===== src/qxm_pkg.sv =====
package qxm_pkg;

  localparam int unsigned PULSE_W = 12;
  localparam int unsigned DUTY_W  = 14;
  localparam int unsigned CORR_W  = 12;
  localparam int unsigned MIX_W   = 17;

  localparam logic [PULSE_W-1:0] IDLE_RST = 12'd1100;
  localparam logic [PULSE_W-1:0] MAX_RST  = 12'd2000;

  localparam logic [PULSE_W-1:0] THR_LOW  = 12'd1000;
  localparam logic [PULSE_W-1:0] THR_HIGH = 12'd2000;

  // floor(x / 1000) == (x * RECIP_THR) >> 32 for x < 2^22
  localparam int unsigned       THR_SHIFT = 32;
  localparam logic [22:0]       RECIP_THR = 23'd4294968;

  localparam logic [DUTY_W-1:0] DUTY_FULL = 14'd16383;
  // floor(x / 4000) == (x * RECIP_DUTY) >> 38 for x < 2^26
  localparam int unsigned       DUTY_SHIFT = 38;
  localparam logic [26:0]       RECIP_DUTY = 27'd68719477;

  localparam int unsigned NUM_MOTORS = 4;
  localparam int unsigned NUM_STAGES = 7;

  typedef enum logic [0:0] {
    CFG_IDLE = 1'b0,
    CFG_MAX  = 1'b1
  } cfg_idx_e;

  typedef logic signed [MIX_W-1:0] mix_t;

  typedef struct packed {
    logic mul_en;
    logic out_en;
  } lane_ctrl_t;

endpackage


===== src/qxm_stream_if.sv =====
interface qxm_cmd_if;
  logic                          valid;
  logic                          ready;
  logic [qxm_pkg::PULSE_W-1:0]   throttle_pulse;
  logic signed [qxm_pkg::CORR_W-1:0] pitch_corr;
  logic signed [qxm_pkg::CORR_W-1:0] roll_corr;
  logic signed [qxm_pkg::CORR_W-1:0] yaw_corr;

  modport source (output valid, throttle_pulse, pitch_corr, roll_corr, yaw_corr,
                  input ready);
  modport sink   (input valid, throttle_pulse, pitch_corr, roll_corr, yaw_corr,
                  output ready);
endinterface

interface qxm_mot_if;
  logic                        valid;
  logic                        ready;
  logic [qxm_pkg::PULSE_W-1:0] front_right_pulse;
  logic [qxm_pkg::PULSE_W-1:0] rear_right_pulse;
  logic [qxm_pkg::PULSE_W-1:0] rear_left_pulse;
  logic [qxm_pkg::PULSE_W-1:0] front_left_pulse;
  logic [qxm_pkg::DUTY_W-1:0]  front_right_duty;
  logic [qxm_pkg::DUTY_W-1:0]  rear_right_duty;
  logic [qxm_pkg::DUTY_W-1:0]  rear_left_duty;
  logic [qxm_pkg::DUTY_W-1:0]  front_left_duty;

  modport source (output valid, front_right_pulse, rear_right_pulse, rear_left_pulse,
                  front_left_pulse, front_right_duty, rear_right_duty,
                  rear_left_duty, front_left_duty,
                  input ready);
  modport sink   (input valid, front_right_pulse, rear_right_pulse, rear_left_pulse,
                  front_left_pulse, front_right_duty, rear_right_duty,
                  rear_left_duty, front_left_duty,
                  output ready);
endinterface


===== src/quad_x_motor_mixer.sv =====
// Seven-stage pipeline: a beat accepted into the first stage passes through
// all seven registered stages before it shows on the output.
// Throughput is one beat per cycle when the output is not stalled; a stall
// holds only the stages behind an occupied one, so bubbles close up.
// rst_ni (async, active low) empties the pipeline and loads idle/max pulse
// with 1100 and 2000.
module quad_x_motor_mixer (
  input  logic                        clk_i,
  input  logic                        rst_ni,
  input  logic                        cfg_we_i,
  input  qxm_pkg::cfg_idx_e           cfg_idx_i,
  input  logic [qxm_pkg::PULSE_W-1:0] cfg_data_i,
  qxm_cmd_if.sink                     mix_in,
  qxm_mot_if.source                   mix_out
);
  import qxm_pkg::*;

  localparam int unsigned TC_W   = 10;
  localparam int unsigned DIFF_W = PULSE_W + 1;
  localparam int unsigned PROD_W = 24;
  localparam int unsigned MAG_W  = 22;
  localparam int unsigned RP_W   = MAG_W + 23;

  logic [PULSE_W-1:0] idle_q, max_q;

  always_ff @(posedge clk_i or negedge rst_ni) begin
    if (!rst_ni) begin
      idle_q <= IDLE_RST;
      max_q  <= MAX_RST;
    end else if (cfg_we_i) begin
      unique case (cfg_idx_i)
        CFG_IDLE: idle_q <= cfg_data_i;
        CFG_MAX:  max_q  <= cfg_data_i;
        default:  ;
      endcase
    end
  end

  // pipeline control
  logic [NUM_STAGES-1:0] v_q;
  logic [NUM_STAGES-1:0] en;

  always_comb begin
    en[NUM_STAGES-1] = !v_q[NUM_STAGES-1] || mix_out.ready;
    for (int k = NUM_STAGES - 2; k >= 0; k--) begin
      en[k] = !v_q[k] || en[k+1];
    end
  end

  always_ff @(posedge clk_i or negedge rst_ni) begin
    if (!rst_ni) begin
      v_q <= '0;
    end else begin
      if (en[0]) v_q[0] <= mix_in.valid;
      for (int k = 1; k < NUM_STAGES; k++) begin
        if (en[k]) v_q[k] <= v_q[k-1];
      end
    end
  end

  assign mix_in.ready  = en[0];
  assign mix_out.valid = v_q[NUM_STAGES-1];

  // stage 1: clamp throttle, scale by span
  logic [PULSE_W-1:0]       t_cl;
  logic [TC_W-1:0]          tc;
  logic signed [DIFF_W-1:0] span;
  logic signed [PROD_W-1:0] prod_d, prod_q;
  logic signed [CORR_W-1:0] p1_q, r1_q, y1_q;

  always_comb begin
    if (mix_in.throttle_pulse < THR_LOW) t_cl = THR_LOW;
    else if (mix_in.throttle_pulse > THR_HIGH) t_cl = THR_HIGH;
    else t_cl = mix_in.throttle_pulse;
    tc     = TC_W'(t_cl - THR_LOW);
    span   = $signed({1'b0, max_q}) - $signed({1'b0, idle_q});
    prod_d = $signed({{(PROD_W-TC_W){1'b0}}, tc}) *
             $signed({{(PROD_W-DIFF_W){span[DIFF_W-1]}}, span});
  end

  always_ff @(posedge clk_i) begin
    if (en[0]) begin
      prod_q <= prod_d;
      p1_q   <= mix_in.pitch_corr;
      r1_q   <= mix_in.roll_corr;
      y1_q   <= mix_in.yaw_corr;
    end
  end

  // stage 2: divide magnitude by 1000
  logic [MAG_W-1:0]         mag;
  logic [RP_W-1:0]          rprod;
  logic [PULSE_W-1:0]       q2_q;
  logic                     neg2_q;
  logic signed [CORR_W-1:0] p2_q, r2_q, y2_q;

  assign mag   = prod_q[PROD_W-1] ? MAG_W'(-prod_q) : MAG_W'(prod_q);
  assign rprod = RP_W'(mag) * RP_W'(RECIP_THR);

  always_ff @(posedge clk_i) begin
    if (en[1]) begin
      q2_q   <= rprod[THR_SHIFT +: PULSE_W];
      neg2_q <= prod_q[PROD_W-1];
      p2_q   <= p1_q;
      r2_q   <= r1_q;
      y2_q   <= y1_q;
    end
  end

  // stage 3: throttle level and X-frame sums
  mix_t thr;
  mix_t pe, re, ye;
  mix_t m3_d [NUM_MOTORS];
  mix_t m3_q [NUM_MOTORS];

  always_comb begin
    thr = (neg2_q ? -mix_t'({1'b0, q2_q}) : mix_t'({1'b0, q2_q})) +
          mix_t'({1'b0, idle_q});
    pe = MIX_W'(p2_q);
    re = MIX_W'(r2_q);
    ye = MIX_W'(y2_q);
    m3_d[0] = thr - pe + re - ye;
    m3_d[1] = thr + pe + re + ye;
    m3_d[2] = thr + pe - re - ye;
    m3_d[3] = thr - pe - re + ye;
  end

  always_ff @(posedge clk_i) begin
    if (en[2]) m3_q <= m3_d;
  end

  // stage 4: peak and excess over max
  mix_t pk_a, pk_b, peak, over;
  mix_t excess_q;
  mix_t m4_q [NUM_MOTORS];

  always_comb begin
    pk_a = (m3_q[1] > m3_q[0]) ? m3_q[1] : m3_q[0];
    pk_b = (m3_q[3] > m3_q[2]) ? m3_q[3] : m3_q[2];
    peak = (pk_b > pk_a) ? pk_b : pk_a;
    over = peak - mix_t'({1'b0, max_q});
  end

  always_ff @(posedge clk_i) begin
    if (en[3]) begin
      excess_q <= (over > 0) ? over : '0;
      m4_q     <= m3_q;
    end
  end

  // stage 5: desaturate and limit
  mix_t               adj   [NUM_MOTORS];
  logic [PULSE_W-1:0] pl5_d [NUM_MOTORS];
  logic [PULSE_W-1:0] pl5_q [NUM_MOTORS];

  always_comb begin
    for (int i = 0; i < NUM_MOTORS; i++) begin
      adj[i] = m4_q[i] - excess_q;
      if (adj[i] < mix_t'({1'b0, idle_q})) pl5_d[i] = idle_q;
      else if (adj[i] > mix_t'({1'b0, max_q})) pl5_d[i] = max_q;
      else pl5_d[i] = adj[i][PULSE_W-1:0];
    end
  end

  always_ff @(posedge clk_i) begin
    if (en[4]) pl5_q <= pl5_d;
  end

  // stages 6 and 7: duty per motor
  lane_ctrl_t         lane_ctrl;
  logic [PULSE_W-1:0] pulse_out [NUM_MOTORS];
  logic [DUTY_W-1:0]  duty_out  [NUM_MOTORS];

  assign lane_ctrl.mul_en = en[5];
  assign lane_ctrl.out_en = en[6];

  for (genvar g = 0; g < NUM_MOTORS; g++) begin : g_lane
    qxm_duty_lane u_lane (
      .clk_i   (clk_i),
      .ctrl_i  (lane_ctrl),
      .pulse_i (pl5_q[g]),
      .pulse_o (pulse_out[g]),
      .duty_o  (duty_out[g])
    );
  end

  assign mix_out.front_right_pulse = pulse_out[0];
  assign mix_out.rear_right_pulse  = pulse_out[1];
  assign mix_out.rear_left_pulse   = pulse_out[2];
  assign mix_out.front_left_pulse  = pulse_out[3];
  assign mix_out.front_right_duty  = duty_out[0];
  assign mix_out.rear_right_duty   = duty_out[1];
  assign mix_out.rear_left_duty    = duty_out[2];
  assign mix_out.front_left_duty   = duty_out[3];

  a_accept_fills: assert property (@(posedge clk_i) disable iff (!rst_ni)
    mix_in.valid && mix_in.ready |=> v_q[0])
    else $error("accepted beat not in first stage");

  a_stall_cause: assert property (@(posedge clk_i) disable iff (!rst_ni)
    v_q[0] && !en[0] |-> v_q[1] && !en[1])
    else $error("first stage stalled without a blocked successor");

  a_out_hold: assert property (@(posedge clk_i) disable iff (!rst_ni)
    v_q[NUM_STAGES-1] && !mix_out.ready |=> v_q[NUM_STAGES-1] &&
      $stable(duty_out[0]) && $stable(pulse_out[3]))
    else $error("stalled output beat changed");

  a_excess_pos: assert property (@(posedge clk_i) disable iff (!rst_ni)
    v_q[3] |-> !excess_q[MIX_W-1])
    else $error("negative desaturation excess");

endmodule


===== src/qxm_duty_lane.sv =====
module qxm_duty_lane (
  input  logic                        clk_i,
  input  qxm_pkg::lane_ctrl_t         ctrl_i,
  input  logic [qxm_pkg::PULSE_W-1:0] pulse_i,
  output logic [qxm_pkg::PULSE_W-1:0] pulse_o,
  output logic [qxm_pkg::DUTY_W-1:0]  duty_o
);
  import qxm_pkg::*;

  localparam int unsigned X_W = PULSE_W + DUTY_W;
  localparam int unsigned P_W = X_W + 27;
  localparam int unsigned Q_W = P_W - DUTY_SHIFT;

  logic [X_W-1:0]     scaled;
  logic [P_W-1:0]     prod;
  logic [Q_W-1:0]     quot_d, quot_q;
  logic [PULSE_W-1:0] pulse_mid_q, pulse_q;
  logic [DUTY_W-1:0]  duty_d, duty_q;

  // pulse * 16383 as shift and subtract
  assign scaled = {pulse_i, {DUTY_W{1'b0}}} - X_W'(pulse_i);
  assign prod   = P_W'(scaled) * P_W'(RECIP_DUTY);
  assign quot_d = prod[P_W-1:DUTY_SHIFT];

  always_ff @(posedge clk_i) begin
    if (ctrl_i.mul_en) begin
      quot_q      <= quot_d;
      pulse_mid_q <= pulse_i;
    end
  end

  assign duty_d = (quot_q > Q_W'(DUTY_FULL)) ? DUTY_FULL : quot_q[DUTY_W-1:0];

  always_ff @(posedge clk_i) begin
    if (ctrl_i.out_en) begin
      duty_q  <= duty_d;
      pulse_q <= pulse_mid_q;
    end
  end

  assign pulse_o = pulse_q;
  assign duty_o  = duty_q;

endmodule

===== src/flat_wrapper.sv =====
// flat-port wrapper written by rule: the top's interface ports become plain ports
module quad_x_motor_mixer_flat import qxm_pkg::*;
  (clk_i, rst_ni, cfg_we_i, cfg_idx_i, cfg_data_i, mix_in_valid, mix_in_throttle_pulse, mix_in_pitch_corr, mix_in_roll_corr, mix_in_yaw_corr, mix_in_ready, mix_out_valid, mix_out_front_right_pulse, mix_out_rear_right_pulse, mix_out_rear_left_pulse, mix_out_front_left_pulse, mix_out_front_right_duty, mix_out_rear_right_duty, mix_out_rear_left_duty, mix_out_front_left_duty, mix_out_ready);
  qxm_cmd_if mix_in_i ();
  qxm_mot_if mix_out_i ();
  input  logic clk_i;
  input  logic rst_ni;
  input  logic cfg_we_i;
  input  qxm_pkg::cfg_idx_e cfg_idx_i;
  input  logic [qxm_pkg::PULSE_W-1:0] cfg_data_i;
  input wire logic [$bits(mix_in_i.valid)-1:0] mix_in_valid;
  input wire logic [$bits(mix_in_i.throttle_pulse)-1:0] mix_in_throttle_pulse;
  input wire logic [$bits(mix_in_i.pitch_corr)-1:0] mix_in_pitch_corr;
  input wire logic [$bits(mix_in_i.roll_corr)-1:0] mix_in_roll_corr;
  input wire logic [$bits(mix_in_i.yaw_corr)-1:0] mix_in_yaw_corr;
  output wire logic [$bits(mix_in_i.ready)-1:0] mix_in_ready;
  output wire logic [$bits(mix_out_i.valid)-1:0] mix_out_valid;
  output wire logic [$bits(mix_out_i.front_right_pulse)-1:0] mix_out_front_right_pulse;
  output wire logic [$bits(mix_out_i.rear_right_pulse)-1:0] mix_out_rear_right_pulse;
  output wire logic [$bits(mix_out_i.rear_left_pulse)-1:0] mix_out_rear_left_pulse;
  output wire logic [$bits(mix_out_i.front_left_pulse)-1:0] mix_out_front_left_pulse;
  output wire logic [$bits(mix_out_i.front_right_duty)-1:0] mix_out_front_right_duty;
  output wire logic [$bits(mix_out_i.rear_right_duty)-1:0] mix_out_rear_right_duty;
  output wire logic [$bits(mix_out_i.rear_left_duty)-1:0] mix_out_rear_left_duty;
  output wire logic [$bits(mix_out_i.front_left_duty)-1:0] mix_out_front_left_duty;
  input wire logic [$bits(mix_out_i.ready)-1:0] mix_out_ready;
  assign mix_in_i.valid = mix_in_valid;
  assign mix_in_i.throttle_pulse = mix_in_throttle_pulse;
  assign mix_in_i.pitch_corr = mix_in_pitch_corr;
  assign mix_in_i.roll_corr = mix_in_roll_corr;
  assign mix_in_i.yaw_corr = mix_in_yaw_corr;
  assign mix_in_ready = mix_in_i.ready;
  assign mix_out_valid = mix_out_i.valid;
  assign mix_out_front_right_pulse = mix_out_i.front_right_pulse;
  assign mix_out_rear_right_pulse = mix_out_i.rear_right_pulse;
  assign mix_out_rear_left_pulse = mix_out_i.rear_left_pulse;
  assign mix_out_front_left_pulse = mix_out_i.front_left_pulse;
  assign mix_out_front_right_duty = mix_out_i.front_right_duty;
  assign mix_out_rear_right_duty = mix_out_i.rear_right_duty;
  assign mix_out_rear_left_duty = mix_out_i.rear_left_duty;
  assign mix_out_front_left_duty = mix_out_i.front_left_duty;
  assign mix_out_i.ready = mix_out_ready;
  quad_x_motor_mixer u_core (.clk_i(clk_i), .rst_ni(rst_ni), .cfg_we_i(cfg_we_i), .cfg_idx_i(cfg_idx_i), .cfg_data_i(cfg_data_i), .mix_in(mix_in_i), .mix_out(mix_out_i));
endmodule

===== config.mk =====
export PLATFORM = sky130hd
export DESIGN_NAME = quad_x_motor_mixer_flat
export DESIGN_NICKNAME = d
export VERILOG_FILES = /design/src/qxm_pkg.sv /design/src/qxm_stream_if.sv /design/src/quad_x_motor_mixer.sv /design/src/qxm_duty_lane.sv /design/src/flat_wrapper.sv
export SDC_FILE = /design/constraint.sdc
export NUM_CORES = 2
export LEC_CHECK = 0
export ABC_CLOCK_PERIOD_IN_PS = 19700
export BUFFER_PORTS_ARGS = -buffer_cell sky130_fd_sc_hd__buf_2
export CAP_MARGIN = 20
export CORE_MARGIN = 4
export CORE_UTILIZATION = 25
export DETAILED_ROUTE_END_ITERATION = 8
export PLACE_DENSITY_LB_ADDON = 0.05
export SYNTH_ARGS = -nofsm -noshare
export SYNTH_HDL_FRONTEND = slang
export SYNTH_SLANG_ARGS = --single-unit

===== constraint.sdc =====
create_clock -name clk_i -period 19.7 [get_ports clk_i]
set_input_delay 0.985 -clock clk_i [delete_from_list [all_inputs] [get_ports clk_i]]
set_output_delay 0.985 -clock clk_i [all_outputs]
set_load 0.02 [all_outputs]

Word level (Yosys, flattened, before mapping)

Index checks and enable logic that the tools add are counted.
Widths: inputs -> output; s select.

Input port bits: 66
Output and inout port bits: 106
Register bits: 553

$add $sub $neg: 24
Bitwise operators: 1
Mux-type cells: 15
Reductions and logical operators: 16
Magnitude comparators: 18
$mul: 6

Operators with widths:

| operator               | count |
|---|---|
| $mul 26x27->53 const B | 4 |
| $sub 26x12->26         | 4 |
| $mux 12                | 8 |
| $add 17x12->17         | 5 |
| $sub 17x12->17         | 5 |
| $gt 17x13->1           | 4 |
| $lt 17x13->1           | 4 |
| $mux 17                | 4 |
| $sub 17x17->17         | 4 |
| $gt 15x14->1 const B   | 4 |
| $gt 17x17->1           | 3 |
| $mul 22x20->41 const B | 1 |
| $mul 11x13->24         | 1 |
| $mux 22                | 1 |
| $neg 22->22            | 1 |
| $mux 10                | 2 |
| $add 17x13->17         | 1 |
| $gt 17x1->1 const B    | 1 |
| $neg 12->17            | 1 |
| $sub 17x13->17         | 1 |
| $sub 12x12->13         | 1 |
| $gt 12x11->1 const B   | 1 |
| $lt 12x10->1 const B   | 1 |
| $sub 10x10->10 const B | 1 |
| other kinds (4)        | 17 |

Logic depth before layout (Yosys ltp)

Depth in word-level cells: 8
Mapped depth: 36
Depth with buffers taken out: 35

By module

Synthesis repeated with hierarchy kept, for this count alone.

Cells, all modules: 8545
Area total of the unflattened synthesis: 87232.4 µm²

Modules (own cells, without submodules):

| module                                  | instances | area an instance (µm²) | cells each |
|---|---|---|---|
| quad_x_motor_mixer                      | 1         | 37223.2                | 3656 |
| qxm_duty_lane (u_core.g_lane[1].u_lane) | 1         | 12588.3                | 1243 |
| qxm_duty_lane (u_core.g_lane[2].u_lane) | 1         | 12502.0                | 1223 |
| qxm_duty_lane (u_core.g_lane[0].u_lane) | 1         | 12463.2                | 1225 |
| qxm_duty_lane (u_core.g_lane[3].u_lane) | 1         | 12455.7                | 1198 |

Least setup slack after synthesis

Ideal clock, no wire load.

Path kind: reg-to-reg
From: register u_core.pl5_q[40] in the netlist's numbering
To: register u_core.g_lane[0].u_lane.quot_q[10] (data pin)
Cell stages (with the launch flop): 33
Setup time: 0.258 ns
Arrival time: 8.734 ns
Setup slack: 10.709 ns
Clock period less this slack: 8.991 ns
Cell sequence: edfxtp_1 -> nor4_1 -> nand2_1 -> or3_1 -> or3_1 -> inv_1 -> nor2_1 -> xnor2_1 -> inv_1 -> fa_1 -> inv_1 -> fa_1 -> fa_1 -> inv_1 -> fa_1 -> inv_1 -> fa_1 -> inv_1 -> fa_1 -> inv_1 -> fa_1 -> ha_1 -> a21o_1 -> a221o_1 -> a22oi_1 -> a21oi_1 -> a211oi_2 -> a211oi_1 -> o31a_1 -> o41a_1 -> a21o_1 -> a21oi_1 -> xnor2_1

Word-level cells in the longest chain between the ends: 2

RTL lines:

| what                                 | RTL line                  | text |
|---|---|---|
| start: declaration                   | quad_x_motor_mixer.sv:154 | `logic [PULSE_W-1:0] pl5_q [NUM_MOTORS];` |
| start signal: assignment             | quad_x_motor_mixer.sv:166 | `if (en[4]) pl5_q <= pl5_d;` |
| $sub 26x12->26                       | qxm_duty_lane.sv:21       | `assign scaled = {pulse_i, {DUTY_W{1'b0}}} - X_W'(pulse_i);` |
| $mul 26x27->53                       | qxm_duty_lane.sv:22       | `assign prod = P_W'(scaled) * P_W'(RECIP_DUTY);` |
| via u_core.g_lane[0].u_lane.prod[48] | qxm_duty_lane.sv:15       | `logic [P_W-1:0] prod;` |
| end signal: assignment               | qxm_duty_lane.sv:27       | `quot_q <= quot_d;` |
| end: declaration                     | qxm_duty_lane.sv:16       | `logic [Q_W-1:0] quot_d, quot_q;` |

The timed path passes the listed nets, and every way through them passes these cells.
A chain may end at the register's enable or synchronous reset.

Worst setup path after layout

Ends and elaborated chain as after synthesis.

==> impl.org <==
** Timing
- Based on the critical path, the design can be clocked at up to 97.35 MHz.
- Slew @ Worst Pin :: 1.087 ns
- Measured against its own limit, the worst slew margin works out to 27.50%.
- Minimum clock period :: 10.27 ns
- The hold violation total from the final report came to 0.
- In the final timing run, aggregate negative setup slack is 0 ns.
- After layout, the worst path uses 52.15% of the clock period.
- Setup repair after global routing left no endpoint under its margin.
- Across the routed clock network, the largest skew measured is 0.09225 ns.
- The max-slew violation count came to 0.
- Setup violations remaining at the end of the flow were counted as 0.

** Hold path
- Hold/Removal Path Class :: in2async

** Detailed routing
- For this block, the via count after detailed routing is 54798.
- In the final routed layout, each cell accounts on average for 20.93 µm.
- Drt drc :: 0
- Once detail routing completed, the nets flagged for antenna violations numbered 0.
- Wires add up to 267.1 mm.
- Violation count after the first detailed-routing iteration :: slightly above 2000
- Detailed Routing Iterations Pass 1 :: 5
- Dividing the detail-routed via count by the number of cells gives 4.294.

** Synth
- The Yosys step of the flow raised 0 warnings.
- Main area contributors after synthesis :: fa_1 27%, ha_1 25%, edfxtp_1 19%, inv_1 9.0%, xnor2_1 2.5%
- Most frequently used flop master after synthesis :: edfxtp_1
- Number of nets produced by synthesis :: 10838
- Synthesized area divided by synthesized cell count :: between 10 and 15 µm²
- fa_1 takes more of the synthesized area than any other cell.
- Number of distinct library cells after synthesis :: 97
- Share of synthesized area occupied by flip-flops and latches :: 19.48%
- Count of flip-flops with a built-in enable after synthesis :: 517
- Number of flip-flops and latches in the synthesized netlist :: ~550
- Post-Synthesis Cells :: 7978
- The cell area that synthesis handed to floorplanning was about 84000 µm².
- After synthesis, the largest area contributor takes up 27.35% of total cell area.
- After synthesis, the share of flip-flops with an asynchronous set or reset is 5.657%.

** Outcome
- Status :: completed

** Global route
- Total grt overflow :: 0
- Antenna violations before repair :: 20
- Global-route wire length before repair :: 404.7 mm
- Largest net degree at the start of global routing :: 83
- Across every metal layer, demand over resource in global routing totals 15.61%.
- The number of global-route vias before repair was 61120.

** Clocking
- CTS tree :: yes
- The longest clock path from root to sink contains 4 buffers.
- Worst skew pair latency :: 0.84 ns
- In this run the number of H-tree levels came out at 3.
- Hold-fix buffers at CTS :: 0
- Buffers added to address setup during post-CTS repair amount to 0.
- Number of clock sinks seen by CTS :: 548
- Total clock buffers created by CTS :: 86
- Resize count post-CTS :: 0
- After clock tree synthesis, the clock-pin slew on the worst setup and hold paths is 0.06 ns.
- The tree is rooted in a clkbuf_16.

** Worst setup path
- Cell family contributing the most delay on the critical path :: adder cells
- Kind of end point of the critical path :: flop
- In this run the worst setup path terminates at u_core.g_lane[0].u_lane.quot_q[10].
- STA classifies the critical path startpoint as a flop.
- Critical path buffer and inverter count :: 7
- At the worst endpoint, the arrival time is 10.78 ns.
- Crit path max-delay cell type :: nor4_1
- In this run the worst setup path begins at u_core.pl5_q[40].
- Register-to-register path setup slack :: 9.43 ns
- Setup CP Type :: reg2reg
- Counting buffers and inverters, the worst setup path is 32 cells deep.
- Worst reg2reg startpoint :: u_core.pl5_q[40]
- CP required :: 20.20 ns
- Worst R2R Path Depth :: 32
- On the worst path, the slowest cell contributes a delay of 0.59 ns.
- In this run the critical register-to-register path is captured at u_core.g_lane[0].u_lane.quot_q[10].
- Maximum fanout along the worst path :: 8

** Finish
- Total area of multi-input combinational cells :: 59820 µm²
- The library cell used most frequently in the layout, excluding fill and tap cells, is inv_1.
- Filler-free cell count of the finished design :: 12761
- Once layout is done, the placed cells without fillers occupy 93600 µm².
- Final nets :: 11166
- Area growth, synth to finish :: 11.76%
- Highest-count cells in the layout ignoring fill and taps :: 1998 x inv_1, 1650 x ha_1, 1144 x fa_1
- Fill cells in the final layout number 34955.
- Of the cells placed in the final design, the portion with a size suffix greater than 1 is 7.148%.
- Across the whole layout, storage elements account for 16310 µm².

** Placement
- Placed insts :: 12605
- Detailed placement ended at an HPWL of 230.9 mm.
- Port buffering added 171 buffers.
- In this run the cell area measured after placement is 90960 µm².
- Routability-driven placement finished with a final weighted congestion of 0.8596.

** Die
- IO Count :: approximately 170
- Die span in x :: 586.8 µm
- For this configuration, the core starts out at a cell density of between 20% and 30%.
- Die height :: 586.8 µm
- Core footprint :: 333400 µm²
- Die area :: 344300 µm²
- Placement Rows :: about 210

** Flow run
- Max Cap Violations :: 0
## metal layers
layer	routed length (µm)	GRT usage, %	vias up
met5	66	0	-
met4	4465	2.487	10
met3	7177	1.624	191
met2	126600	26.38	582
met1	128700	21.85	27362
li1	-	-	26653
## synth_stat cells (37+ instances only)
| library cell | count |
|---|---|
| nor3_1 | 92 |
| inv_1 | 2000 |
| o21ai_0 | 199 |
| nand2b_1 | 68 |
| nand2_1 | 239 |
| edfxtp_1 | 517 |
| nor2_1 | 344 |
| or2_2 | 81 |
| a21oi_1 | 292 |
| nand4_1 | 45 |
| xor2_1 | 89 |
| mux2i_1 | 102 |
| xnor2_1 | 238 |
| fa_1 | 1144 |
| ha_1 | 1650 |
| nand3_1 | 76 |
| a21o_1 | 109 |
| o21a_1 | 60 |
| nor2b_1 | 68 |
| clkbuf_1 | 42 |
| or3_1 | 37 |
## worst min-delay path by stage
stage                                                 from                            endpoint  slack (ns)  cells after the start
floorplan           u_core.g_lane[0].u_lane.pulse_mid_q[0]  u_core.g_lane[0].u_lane.pulse_o[0]        0.40                      0
finish                                              rst_ni                       u_core.v_q[0]        0.25                      1
global placement                           u_core.y1_q[11]                     u_core.y2_q[11]        0.40                      0
CTS                                                 rst_ni                       u_core.v_q[0]        0.19                      1
global route                                        rst_ni                       u_core.v_q[0]        0.25                      1
detailed placement                          u_core.p1_q[6]                      u_core.p2_q[6]        0.40                      0
## cells by family (layout without fill, tap and decap cells)
kind of cell | count (synthesis) | in the layout | share of synthesized area, %
flip-flops | 548 | 548 | 19.48
XOR/XNOR | 328 | 328 | 3.439
other | 1 | 9 | 0.004478
adder cells (fa/ha/maj) | 2794 | 2794 | 52.00
AO/OA/AOI/OAI | 950 | 950 | 7.392
AND/OR/NAND/NOR | 1175 | 1175 | 6.911
buffers and inverters | 2060 | 2448 | 9.275
multiplexers | 122 | 122 | 1.501
## stage by stage
step | utilization, % | hold slack [ns] | setup slack (ns)
after floorplan | - | 0.4003 | 10.71
after global placement | 27.27 | 0.4020 | 9.528
after detailed placement | 27.28 | 0.4045 | 9.369
after CTS | 28.07 | 0.1884 | 9.349
after global routing | 28.07 | 0.2463 | 8.819
final | 28.07 | 0.2501 | 9.427
## worst register-to-register path, delay by kind of cell (launching register included)
family	cells	cell delay, ns
compound gates	10	2.49
xor+xnor	2	0.57
fa+ha+maj	8	3.74
buf+inv	7	0.89
flops	1	0.47
simple gates	5	1.84
## sequential cells by signal, indices dropped and copies added, names as in the netlist
| signal | cells |
|---|---|
| u_core.m4_q | 66 |
| u_core.g_lane.u_lane.pulse_o | 48 |
| u_core.r2_q | 12 |
| u_core.m3_q | 66 |
| u_core.pl5_q | 48 |
| u_core.prod_q | 23 |
| u_core.idle_q | 12 |
| u_core.neg2_q | 1 |
| u_core.v_q | 7 |
| u_core.g_lane.u_lane.pulse_mid_q | 48 |
| u_core.g_lane.u_lane.duty_o | 56 |
| u_core.r1_q | 12 |
| u_core.y1_q | 12 |
| u_core.p2_q | 12 |
| u_core.g_lane.u_lane.quot_q | 60 |
| u_core.y2_q | 12 |
| u_core.q2_q | 12 |
| u_core.excess_q | 17 |
| u_core.p1_q | 12 |
| u_core.max_q | 12 |
## layout make-up
class | count | area share, %
clock inverters | 51 | 0.4331
flip-flops and latches | 548 | 17.43
well taps | 4387 | 5.864
repair buffers | 299 | 1.944
multi-input cells | 5370 | 63.91
inverters | 2001 | 8.031
clock buffers | 97 | 2.366
diodes | 8 | 0.02139
Power is not shown: default switching activity piles up to over one toggle a cycle in this logic, so the estimate is an artifact.
